### config.mk
export PLATFORM = sky130hd
export DESIGN_NAME = biquad_iir_fixed_point
export DESIGN_NICKNAME = d
export VERILOG_FILES = /design/src/design/bq_pkg.sv /design/src/design/bq_term.sv /design/src/design/bq_datapath.sv /design/src/design/biquad_iir_fixed_point.sv
export SDC_FILE = /design/constraint.sdc
export NUM_CORES = 2
export LEC_CHECK = 0
export ABC_AREA = 1
export CAP_MARGIN = 20
export CELL_PAD_IN_SITES_DETAIL_PLACEMENT = 1
export CELL_PAD_IN_SITES_GLOBAL_PLACEMENT = 1
export CORE_ASPECT_RATIO = 0.9
export CORE_MARGIN = 2
export CORE_UTILIZATION = 52
export DETAILED_ROUTE_END_ITERATION = 8
export DONT_BUFFER_PORTS = 1
export GPL_TIMING_DRIVEN = 0
export MAX_ROUTING_LAYER = met4
export PLACE_DENSITY_LB_ADDON = 0.1
export SETUP_SLACK_MARGIN = 0.02
export SLEW_MARGIN = 25
export SYNTH_ARGS = -nofsm -noshare
export SYNTH_HDL_FRONTEND = slang
export SYNTH_SLANG_ARGS = --single-unit
### constraint.sdc
create_clock -name clk -period 13.2 [get_ports clk]
set_input_delay 1.98 -clock clk [delete_from_list [all_inputs] [get_ports clk]]
set_output_delay 1.98 -clock clk [all_outputs]
set_load 0.005 [all_outputs]
### src/design/bq_pkg.sv
// ----------------------------------------------------------------------------
// bq_pkg
// Shared types and constants for the direct-form-1 biquad filter.
// ----------------------------------------------------------------------------
`default_nettype none

package bq_pkg;

	localparam int unsigned DATA_W = 16;
	localparam int unsigned IDX_W  = 3;
	localparam int unsigned PROD_W = 2 * DATA_W;

	// term shifts
	localparam int unsigned SHIFT_B0 = 24;
	localparam int unsigned SHIFT_B1 = 23;
	localparam int unsigned SHIFT_B2 = 24;
	localparam int unsigned SHIFT_A1 = 14;
	localparam int unsigned SHIFT_A2 = 15;

	// register indexes
	localparam logic [IDX_W-1:0] REG_B0   = 3'd0;
	localparam logic [IDX_W-1:0] REG_B1   = 3'd1;
	localparam logic [IDX_W-1:0] REG_B2   = 3'd2;
	localparam logic [IDX_W-1:0] REG_A1   = 3'd3;
	localparam logic [IDX_W-1:0] REG_A2   = 3'd4;
	localparam logic [IDX_W-1:0] REG_INIT = 3'd5;

	// reset values
	localparam logic signed [DATA_W-1:0] RST_B0   = 16'sh76B0;
	localparam logic signed [DATA_W-1:0] RST_B1   = 16'sh76B0;
	localparam logic signed [DATA_W-1:0] RST_B2   = 16'sh76B0;
	localparam logic signed [DATA_W-1:0] RST_A1   = 16'sh74A7;
	localparam logic signed [DATA_W-1:0] RST_A2   = 16'sh94D7;
	localparam logic signed [DATA_W-1:0] RST_INIT = 16'shC000;
	localparam logic signed [DATA_W-1:0] RST_YHIST = 16'shC000;

	typedef struct packed {
		logic signed [DATA_W-1:0] b0;
		logic signed [DATA_W-1:0] b1;
		logic signed [DATA_W-1:0] b2;
		logic signed [DATA_W-1:0] a1;
		logic signed [DATA_W-1:0] a2;
	} coef_t;

	typedef struct packed {
		logic signed [DATA_W-1:0] x1;
		logic signed [DATA_W-1:0] x2;
		logic signed [DATA_W-1:0] y1;
		logic signed [DATA_W-1:0] y2;
	} hist_t;

endpackage

`default_nettype wire

### src/design/bq_term.sv
// ----------------------------------------------------------------------------
// bq_term
// One rounded product term: (c * d + 2^(SHIFT-1)) >>> SHIFT.
// ----------------------------------------------------------------------------
`default_nettype none

module bq_term #(
	parameter int unsigned SHIFT = 14
) (
	input  wire logic signed [bq_pkg::DATA_W-1:0]     coef,
	input  wire logic signed [bq_pkg::DATA_W-1:0]     data,
	output logic signed [bq_pkg::PROD_W-SHIFT:0]      term
);

	localparam int unsigned EXT_W = bq_pkg::PROD_W + 1;

	logic signed [bq_pkg::PROD_W-1:0] prod;
	logic signed [EXT_W-1:0]          biased;
	logic signed [EXT_W-1:0]          shifted;

	assign prod    = coef * data;
	assign biased  = EXT_W'(prod) + (EXT_W'(1) <<< (SHIFT - 1));
	assign shifted = biased >>> SHIFT;
	assign term    = shifted[bq_pkg::PROD_W-SHIFT:0];

endmodule

`default_nettype wire

### src/design/bq_datapath.sv
// ----------------------------------------------------------------------------
// bq_datapath
// Five rounded terms summed and wrapped to 16 bits; prime selects init value.
// ----------------------------------------------------------------------------
`default_nettype none

module bq_datapath (
	input  wire bq_pkg::coef_t                   coef,
	input  wire bq_pkg::hist_t                   hist,
	input  wire logic signed [bq_pkg::DATA_W-1:0] init_output,
	input  wire logic signed [bq_pkg::DATA_W-1:0] sample,
	input  wire logic                            prime,
	output logic signed [bq_pkg::DATA_W-1:0]      result
);

	logic signed [bq_pkg::PROD_W-bq_pkg::SHIFT_B0:0] t_b0;
	logic signed [bq_pkg::PROD_W-bq_pkg::SHIFT_B1:0] t_b1;
	logic signed [bq_pkg::PROD_W-bq_pkg::SHIFT_B2:0] t_b2;
	logic signed [bq_pkg::PROD_W-bq_pkg::SHIFT_A1:0] t_a1;
	logic signed [bq_pkg::PROD_W-bq_pkg::SHIFT_A2:0] t_a2;
	logic signed [bq_pkg::DATA_W-1:0]                sum;

	bq_term #(.SHIFT(bq_pkg::SHIFT_B0)) u_b0 (.coef(coef.b0), .data(sample),  .term(t_b0));
	bq_term #(.SHIFT(bq_pkg::SHIFT_B1)) u_b1 (.coef(coef.b1), .data(hist.x1), .term(t_b1));
	bq_term #(.SHIFT(bq_pkg::SHIFT_B2)) u_b2 (.coef(coef.b2), .data(hist.x2), .term(t_b2));
	bq_term #(.SHIFT(bq_pkg::SHIFT_A1)) u_a1 (.coef(coef.a1), .data(hist.y1), .term(t_a1));
	bq_term #(.SHIFT(bq_pkg::SHIFT_A2)) u_a2 (.coef(coef.a2), .data(hist.y2), .term(t_a2));

	// sum wraps modulo 2^16, so each term is taken to 16 bits first
	assign sum = bq_pkg::DATA_W'(t_b0) + bq_pkg::DATA_W'(t_b1) + bq_pkg::DATA_W'(t_b2)
	           + bq_pkg::DATA_W'(t_a1) + bq_pkg::DATA_W'(t_a2);

	assign result = prime ? init_output : sum;

endmodule

`default_nettype wire

### src/design/biquad_iir_fixed_point.sv
// Stages: input stage (sample_s1), then output register (filtered_q).
// Throughput: one sample per cycle while out_ready is high; while a result
// waits, one more sample fills the input stage, then in_ready drops. The path
// from the history registers through the multipliers and adder sets the clock.
// Reset: coefficients and init_output take their defaults, input history 0,
// output history 0xC000, both stages empty.
// ----------------------------------------------------------------------------
// biquad_iir_fixed_point
// Direct-form-1 second-order IIR filter, signed 16-bit, wrapped output.
// ----------------------------------------------------------------------------
`default_nettype none

module biquad_iir_fixed_point (
	input  wire logic                              clk,
	input  wire logic                              arst_n,
	input  wire logic                              wr_en,
	input  wire logic [bq_pkg::IDX_W-1:0]          wr_index,
	input  wire logic [bq_pkg::DATA_W-1:0]         wr_data,
	input  wire logic                              in_valid,
	output logic                                   in_ready,
	input  wire logic signed [bq_pkg::DATA_W-1:0]  sample,
	input  wire logic                              prime,
	output logic                                   out_valid,
	input  wire logic                              out_ready,
	output logic signed [bq_pkg::DATA_W-1:0]       filtered
);

	bq_pkg::coef_t                   coef_q;
	logic signed [bq_pkg::DATA_W-1:0] init_q;
	bq_pkg::hist_t                   hist_q;

	logic                            valid_s1;
	logic signed [bq_pkg::DATA_W-1:0] sample_s1;
	logic                            prime_s1;

	logic                            out_valid_q;
	logic signed [bq_pkg::DATA_W-1:0] filtered_q;

	logic                            advance;
	logic signed [bq_pkg::DATA_W-1:0] result;

	assign advance  = valid_s1 && (!out_valid_q || out_ready);
	assign in_ready = !valid_s1 || advance;

	always_ff @(posedge clk or negedge arst_n) begin
		if (!arst_n) begin
			coef_q.b0 <= bq_pkg::RST_B0;
			coef_q.b1 <= bq_pkg::RST_B1;
			coef_q.b2 <= bq_pkg::RST_B2;
			coef_q.a1 <= bq_pkg::RST_A1;
			coef_q.a2 <= bq_pkg::RST_A2;
			init_q    <= bq_pkg::RST_INIT;
		end else if (wr_en) begin
			case (wr_index)
				bq_pkg::REG_B0:   coef_q.b0 <= wr_data;
				bq_pkg::REG_B1:   coef_q.b1 <= wr_data;
				bq_pkg::REG_B2:   coef_q.b2 <= wr_data;
				bq_pkg::REG_A1:   coef_q.a1 <= wr_data;
				bq_pkg::REG_A2:   coef_q.a2 <= wr_data;
				bq_pkg::REG_INIT: init_q    <= wr_data;
				default: ;
			endcase
		end
	end

	always_ff @(posedge clk or negedge arst_n) begin
		if (!arst_n) begin
			valid_s1 <= 1'b0;
		end else if (in_ready) begin
			valid_s1 <= in_valid;
		end
	end

	always_ff @(posedge clk) begin
		if (in_valid && in_ready) begin
			sample_s1 <= sample;
			prime_s1  <= prime;
		end
	end

	bq_datapath u_datapath (
		.coef        (coef_q),
		.hist        (hist_q),
		.init_output (init_q),
		.sample      (sample_s1),
		.prime       (prime_s1),
		.result      (result)
	);

	always_ff @(posedge clk or negedge arst_n) begin
		if (!arst_n) begin
			hist_q.x1 <= '0;
			hist_q.x2 <= '0;
			hist_q.y1 <= bq_pkg::RST_YHIST;
			hist_q.y2 <= bq_pkg::RST_YHIST;
		end else if (advance) begin
			hist_q.x1 <= sample_s1;
			hist_q.x2 <= hist_q.x1;
			hist_q.y1 <= result;
			hist_q.y2 <= hist_q.y1;
		end
	end

	always_ff @(posedge clk or negedge arst_n) begin
		if (!arst_n) begin
			out_valid_q <= 1'b0;
		end else if (advance) begin
			out_valid_q <= 1'b1;
		end else if (out_ready) begin
			out_valid_q <= 1'b0;
		end
	end

	always_ff @(posedge clk) begin
		if (advance) begin
			filtered_q <= result;
		end
	end

	assign out_valid = out_valid_q;
	assign filtered  = filtered_q;

endmodule

`default_nettype wire

======== Word-level counts from Yosys, hierarchy flattened ========
Index checks and enable logic that the tools add are counted.
storage, ports and cells
  bits of input ports ..................... 41
  output and inout port bits .............. 18
  bits in registers ....................... 195
  logic and storage cells ................. 51
cells by class
  multiplexer cells ....................... 3
  $add $sub $neg .......................... 9
  multipliers ............................. 5
  equality and inequality tests ........... 5
  reduce and logical (&&, ||, !) cells .... 14
operators by type and width
  cell                      count
  $mul A16 B16 Y32          3
  $add A32 B25 Y33 const B  2
  $add A32 B24 Y33 const B  1
  $add A16 B16 Y16          2
  $add A31 B16 Y31 const B  1
  $mul A16 B16 Y31          1
  $add A30 B15 Y30 const B  1
  $mul A16 B16 Y30          1
  $mux W16                  1
  $add A11 B9 Y12           1
  $reduce_and A2 Y1         6
  $add A9 B10 Y11           1
  $eq A3 B2 Y1 const B      2
  $eq A3 B3 Y1 const B      2
  $eq A3 B1 Y1 const B      1
  $logic_not A3 Y1          1
  $logic_and A1 B1 Y1       2
  $logic_not A1 Y1          2
  $logic_or A1 B1 Y1        2
  $mux W1                   2
  $reduce_bool A2 Y1        1

======== Depth between registers and ports, before layout ========
  word-level depth ........................ 7
  gate-level depth with buffers ........... 52
  depth with buffers taken out ............ 50

======== Hierarchy ========
Synthesis repeated with hierarchy kept, for this count alone.
second synthesis, totals
  cells, all modules ...................... 8426
  area, all modules ....................... 63592.2 um2
modules (own cells, without submodules)
  module                     area each (um2)  instances  cells each
  bq_term (u_datapath.u_a1)  10938.0          1          1516
  bq_term (u_datapath.u_b2)  10782.8          1          1446
  bq_term (u_datapath.u_b1)  10747.8          1          1453
  bq_term (u_datapath.u_b0)  10722.8          1          1450
  bq_term (u_datapath.u_a2)  10685.2          1          1450
  biquad_iir_fixed_point     7459.7           1          746
  bq_datapath                2255.9           1          365

======== Worst setup path after synthesis ========
Ideal clock, no wire load.
  path kind ............................... reg-to-reg
  start ................................... register sample_s1[4] (netlist bit)
  end ..................................... register filtered_q (netlist bit filtered[15]), data pin
  slack ................................... 3637 ps
  library setup time ...................... 255 ps
  data required time ...................... 12945 ps
  clock period less this slack ............ 9563 ps
  data arrival time ....................... 9309 ps
  stages on the path, launching flop included .. 46
  path through ............................ edfxtp_1 -> clkbuf_1 -> clkbuf_1 -> nand2_1 -> fa_1 -> inv_1 -> fa_1 -> inv_1 -> fa_1 -> inv_1 -> fa_1 -> fa_1 -> fa_1 -> ha_1 -> a21oi_1 -> o21ai_0 -> a21oi_1 -> o21ai_0 -> (+10 left out) -> o21ai_0 -> nand3_1 -> nand2_1 -> a21oi_1 -> o21ai_0 -> xor2_1 -> fa_1 -> ha_1 -> a21o_1 -> inv_1 -> nand2_1 -> a21oi_1 -> nand2_1 -> xnor2_1 -> nand3_1 -> nand3_2 -> nand3_2 -> and2_1
between the ends
  cells in the longest elaborated chain, start to end .. 7
ends and longest elaborated chain
  element                         line                           RTL
  start: declaration              biquad_iir_fixed_point.sv:33   logic signed [bq_pkg::DATA_W-1:0] sample_s1;
  start signal: assignment        biquad_iir_fixed_point.sv:76   sample_s1 <= sample;
  $mul A16 B16 Y32                bq_term.sv:21                  assign prod = coef * data;
  $add A32 B25 Y33                bq_term.sv:22                  assign biased = EXT_W'(prod) + (EXT_W'(1) <<< (SHIFT - 1));
  $add A9 B10 Y11                 bq_datapath.sv:30              assign sum = bq_pkg::DATA_W'(t_b0) + bq_pkg::DATA_W'(t_b1) + bq_pkg::DATA_W'(t_b2)
  $add A11 B9 Y12                 bq_datapath.sv:30
  $add A16 B16 Y16 (2 in series)  bq_datapath.sv:31              + bq_pkg::DATA_W'(t_a1) + bq_pkg::DATA_W'(t_a2);
  $mux W16                        bq_datapath.sv:33              assign result = prime ? init_output : sum;
  named net result (one bit)      biquad_iir_fixed_point.sv:40   logic signed [bq_pkg::DATA_W-1:0] result;
  end signal: assignment          biquad_iir_fixed_point.sv:116  filtered_q <= result;
  end: declaration                biquad_iir_fixed_point.sv:37   logic signed [bq_pkg::DATA_W-1:0] filtered_q;
The timed path passes the listed nets, and every way through them passes these cells.
A chain may end at the register's enable or synchronous reset.

======== Worst setup path in the final report ========
  start ................................... register hist_q[40] (netlist bit)
  end ..................................... register filtered_q (netlist bit filtered[15]), data pin
between the ends
  cells in the longest elaborated chain, start to end .. 6
ends and longest elaborated chain
  element                         line                          RTL
  start: declaration              biquad_iir_fixed_point.sv:30  bq_pkg::hist_t hist_q;
  $mul A16 B16 Y32                bq_term.sv:21
  $add A32 B25 Y33                bq_term.sv:22
  $add A11 B9 Y12                 bq_datapath.sv:30
  $add A16 B16 Y16 (2 in series)  bq_datapath.sv:31
  $mux W16                        bq_datapath.sv:33
  named net result (one bit)      biquad_iir_fixed_point.sv:40
The timed path passes the listed nets, and every way through them passes these cells.

==> metrics.yaml <==
synthesis.nets: 8915
coreArea_um2: 111000
slew_viol_final: 0
synth_compound_area_share_pct: 4.70
die_area_um2: 115000
min_period_over_period_pct: 92.1
grt_pass1_vias: 51418
ant_nets: 0
synthSimpleGateAreaFrac_pct: 13.6
synthAdderAreaFrac_pct: 55.0
wl_met2_mm: 92.2
numCtsBuffers: 17
path_class: "flip-flop to flip-flop"
final.setup.tns_ps: 0
mostFrequentLayoutCell: "inv_1"
muxShareOfSynthArea_pct: 0
wl_mm: 188
critPathLaunchType: "flip-flop"
setup_violations: 0
met1_length_mm: 76.9
first_pass_iters: 7
clock_latency_ps: 520
slew_headroom_pct: 32.8
cap_viol_max_count: 0
htreeDepth: 4
route.vias.total: 45648
synth_area_um2: 58400
root_buffer: "clkbuf_16"
syn_inst: 7114
design_area_um2: 60800
postCtsHoldBufs: 0
place_congestion: 0.990
clkTransAtPathRegs_ps: 90
post_dp_cell_area_um2: 60200
ys_seq_area_share_pct: 8.74
avgSynthCellArea_um2: 8.21
drt-initial-drc-count: 2717
viasPerCell: 5.29
grt_max_degree: 163
nNetsFinal: 8934
die_h_um: 322
post-cts-setup-buffer-count: 0
grt_antenna_before_repair: 9
dp_hpwl_mm: 162
initial_core_util_pct: 52.4
critPathArrivalTime_ps: 12400
wire_per_inst_um: 21.8
worstPathMaxFanout: 10
grt_use_total_pct: 35.1
drc: 2
port_buffers: 0
layout-drive-gt1-share_pct: 2.59
top_layer_used: "met4"
finClkSkew_ps: 22.5
cp.required_ps: 13450
die_x_um: 357
area_delta_synth_final_pct: 4.18
rows: 116
status: "finished with violations"
diodes: 0
hold_class: "flip-flop to flip-flop"
cts_resized: 0
ys_ff_latch: 195
wl_met3_mm: 11.5
grt_first_pass_wirelength_mm: 294
fmax_ghz: 0.0823
synth_top_family_by_area: "adder cells"
rsz0062_at_grt: "false"
grt_overflow: 0
hold_viol: 0
synthXorXnorAreaFrac_pct: 1.53
worstSetupEndpointType: "flip-flop"
boundaryPins: 59
slowest_stage: "xnor2_1"
yosysUniqueCellTypes: 60
clock_sinks: 195
final.fill_count: 13666
ys_warn_count: 0
clk_path_buf_depth: 2
slowest_delay_ps: 680
worst_slew_pin_slew_ps: 1010
layout_min_cycle_time_ps: 12150
layout_common_cells: "inv_1 (2,180), nand2_1 (1,703), fa_1 (1,341)"
tritoncts: "built"
violations: "design-rule violations"
==> layer usage <==
| metal | up-vias | track usage [%] |
|---|---|---|
| met5 | - | - |
| met4 | 0 | 11.6 |
| met3 | 294 | 4.90 |
| met2 | 1284 | 57.8 |
| met1 | 23973 | 44.9 |
| li1 | 20097 | - |
==> Yosys cell counts (all sizes together) <==
cell type | n | share of area (%)
a2111oi | 1 | 0.015
a211o | 2 | 0.030
a211oi | 3 | 0.039
a21boi | 6 | 0.084
a21o | 12 | 0.15
a21oi | 177 | 1.6
a221oi | 3 | 0.045
a22oi | 1 | 0.013
a31o | 1 | 0.015
a31oi | 8 | 0.086
and2 | 3 | 0.032
and3 | 1 | 0.011
buf | 21 | 0.22
clkbuf | 325 | 2.1
clkinv | 2 | 0.013
dfrtp | 114 | 4.9
dfstp | 48 | 2.2
edfxtp | 33 | 1.7
fa | 1341 | 46
ha | 419 | 9.0
inv | 2190 | 14
nand2 | 1710 | 11
nand3 | 66 | 0.61
nand3b | 3 | 0.039
nand4 | 16 | 0.17
nor2 | 142 | 0.93
nor3 | 20 | 0.18
nor4 | 14 | 0.15
nor4b | 1 | 0.015
o2111ai | 4 | 0.060
o211a | 1 | 0.017
o211ai | 1 | 0.013
o21a | 16 | 0.21
o21ai | 249 | 2.2
o21bai | 8 | 0.10
o221ai | 3 | 0.056
o22ai | 1 | 0.011
o31ai | 1 | 0.021
or2 | 45 | 0.48
xnor2 | 51 | 0.77
xor2 | 51 | 0.77
==> sequential cells by signal, summed over array words and instances, names as in the netlist <==
signal     count
coef_q        80
filtered      16
hist_q        64
init_q        16
out_valid      1
prime_s1       1
sample_s1     16
valid_s1       1
==> logic make-up (layout without fill, tap and decap cells) <==
family | Yosys count | after routing
buf+inv | 2538 | 2570
simple gates | 2021 | 2021
fa+ha+maj | 1760 | 1760
compound gates | 498 | 498
flops | 195 | 195
xor+xnor | 102 | 102
==> final cells by class <==
class	instances	area [um^2]	share of cell area [%]
multi-input combinational	4381	43700	71.8
inverter	2192	8230	13.5
sequential	195	5100	8.39
tap	1475	1850	3.03
buffer	346	1360	2.23
clock buffer	17	425	0.699
clock inverter	15	170	0.280
==> per-stage QoR <==
stage                     hold WS (ps)  util [%]  setup slack, ps  instances
final                              493      54.6             1050       8621
after global routing               522      54.6              485       8621
after CTS                          495      54.6             1120       8621
after detailed placement           474      54.1             1180       8589
after global placement             466      54.1             1520       8589
after floorplan                    448         -             3640       7114
==> critical path: cells and delay by family, from the launching register on <==
family / cells / cell delay [ps]
xor+xnor: 3 / 1290
simple gates: 14 / 1880
fa+ha+maj: 11 / 5020
compound gates: 8 / 1620
flops: 1 / 320
buf+inv: 7 / 1730
==> worst paths after layout <==
kind                                        start                     end  slack [ps]  cells after the start
max                        hist_q[40]$_DFFE_PN0P_  filtered[15]$_DFFE_PP_        1050                     43
min                        hist_q[31]$_DFFE_PN1P_  hist_q[31]$_DFFE_PN1P_         490                      2
max reg2reg                hist_q[40]$_DFFE_PN0P_  filtered[15]$_DFFE_PP_        1050                     43
min reg2reg                hist_q[31]$_DFFE_PN1P_  hist_q[31]$_DFFE_PN1P_         490                      2
max in group asynchronous                  arst_n  hist_q[14]$_DFFE_PN1P_       11590                      0
min in group asynchronous                  arst_n  hist_q[44]$_DFFE_PN0P_        1190                      0
Power is not shown: default switching activity piles up to over one toggle a cycle in this logic, so the estimate is an artifact.
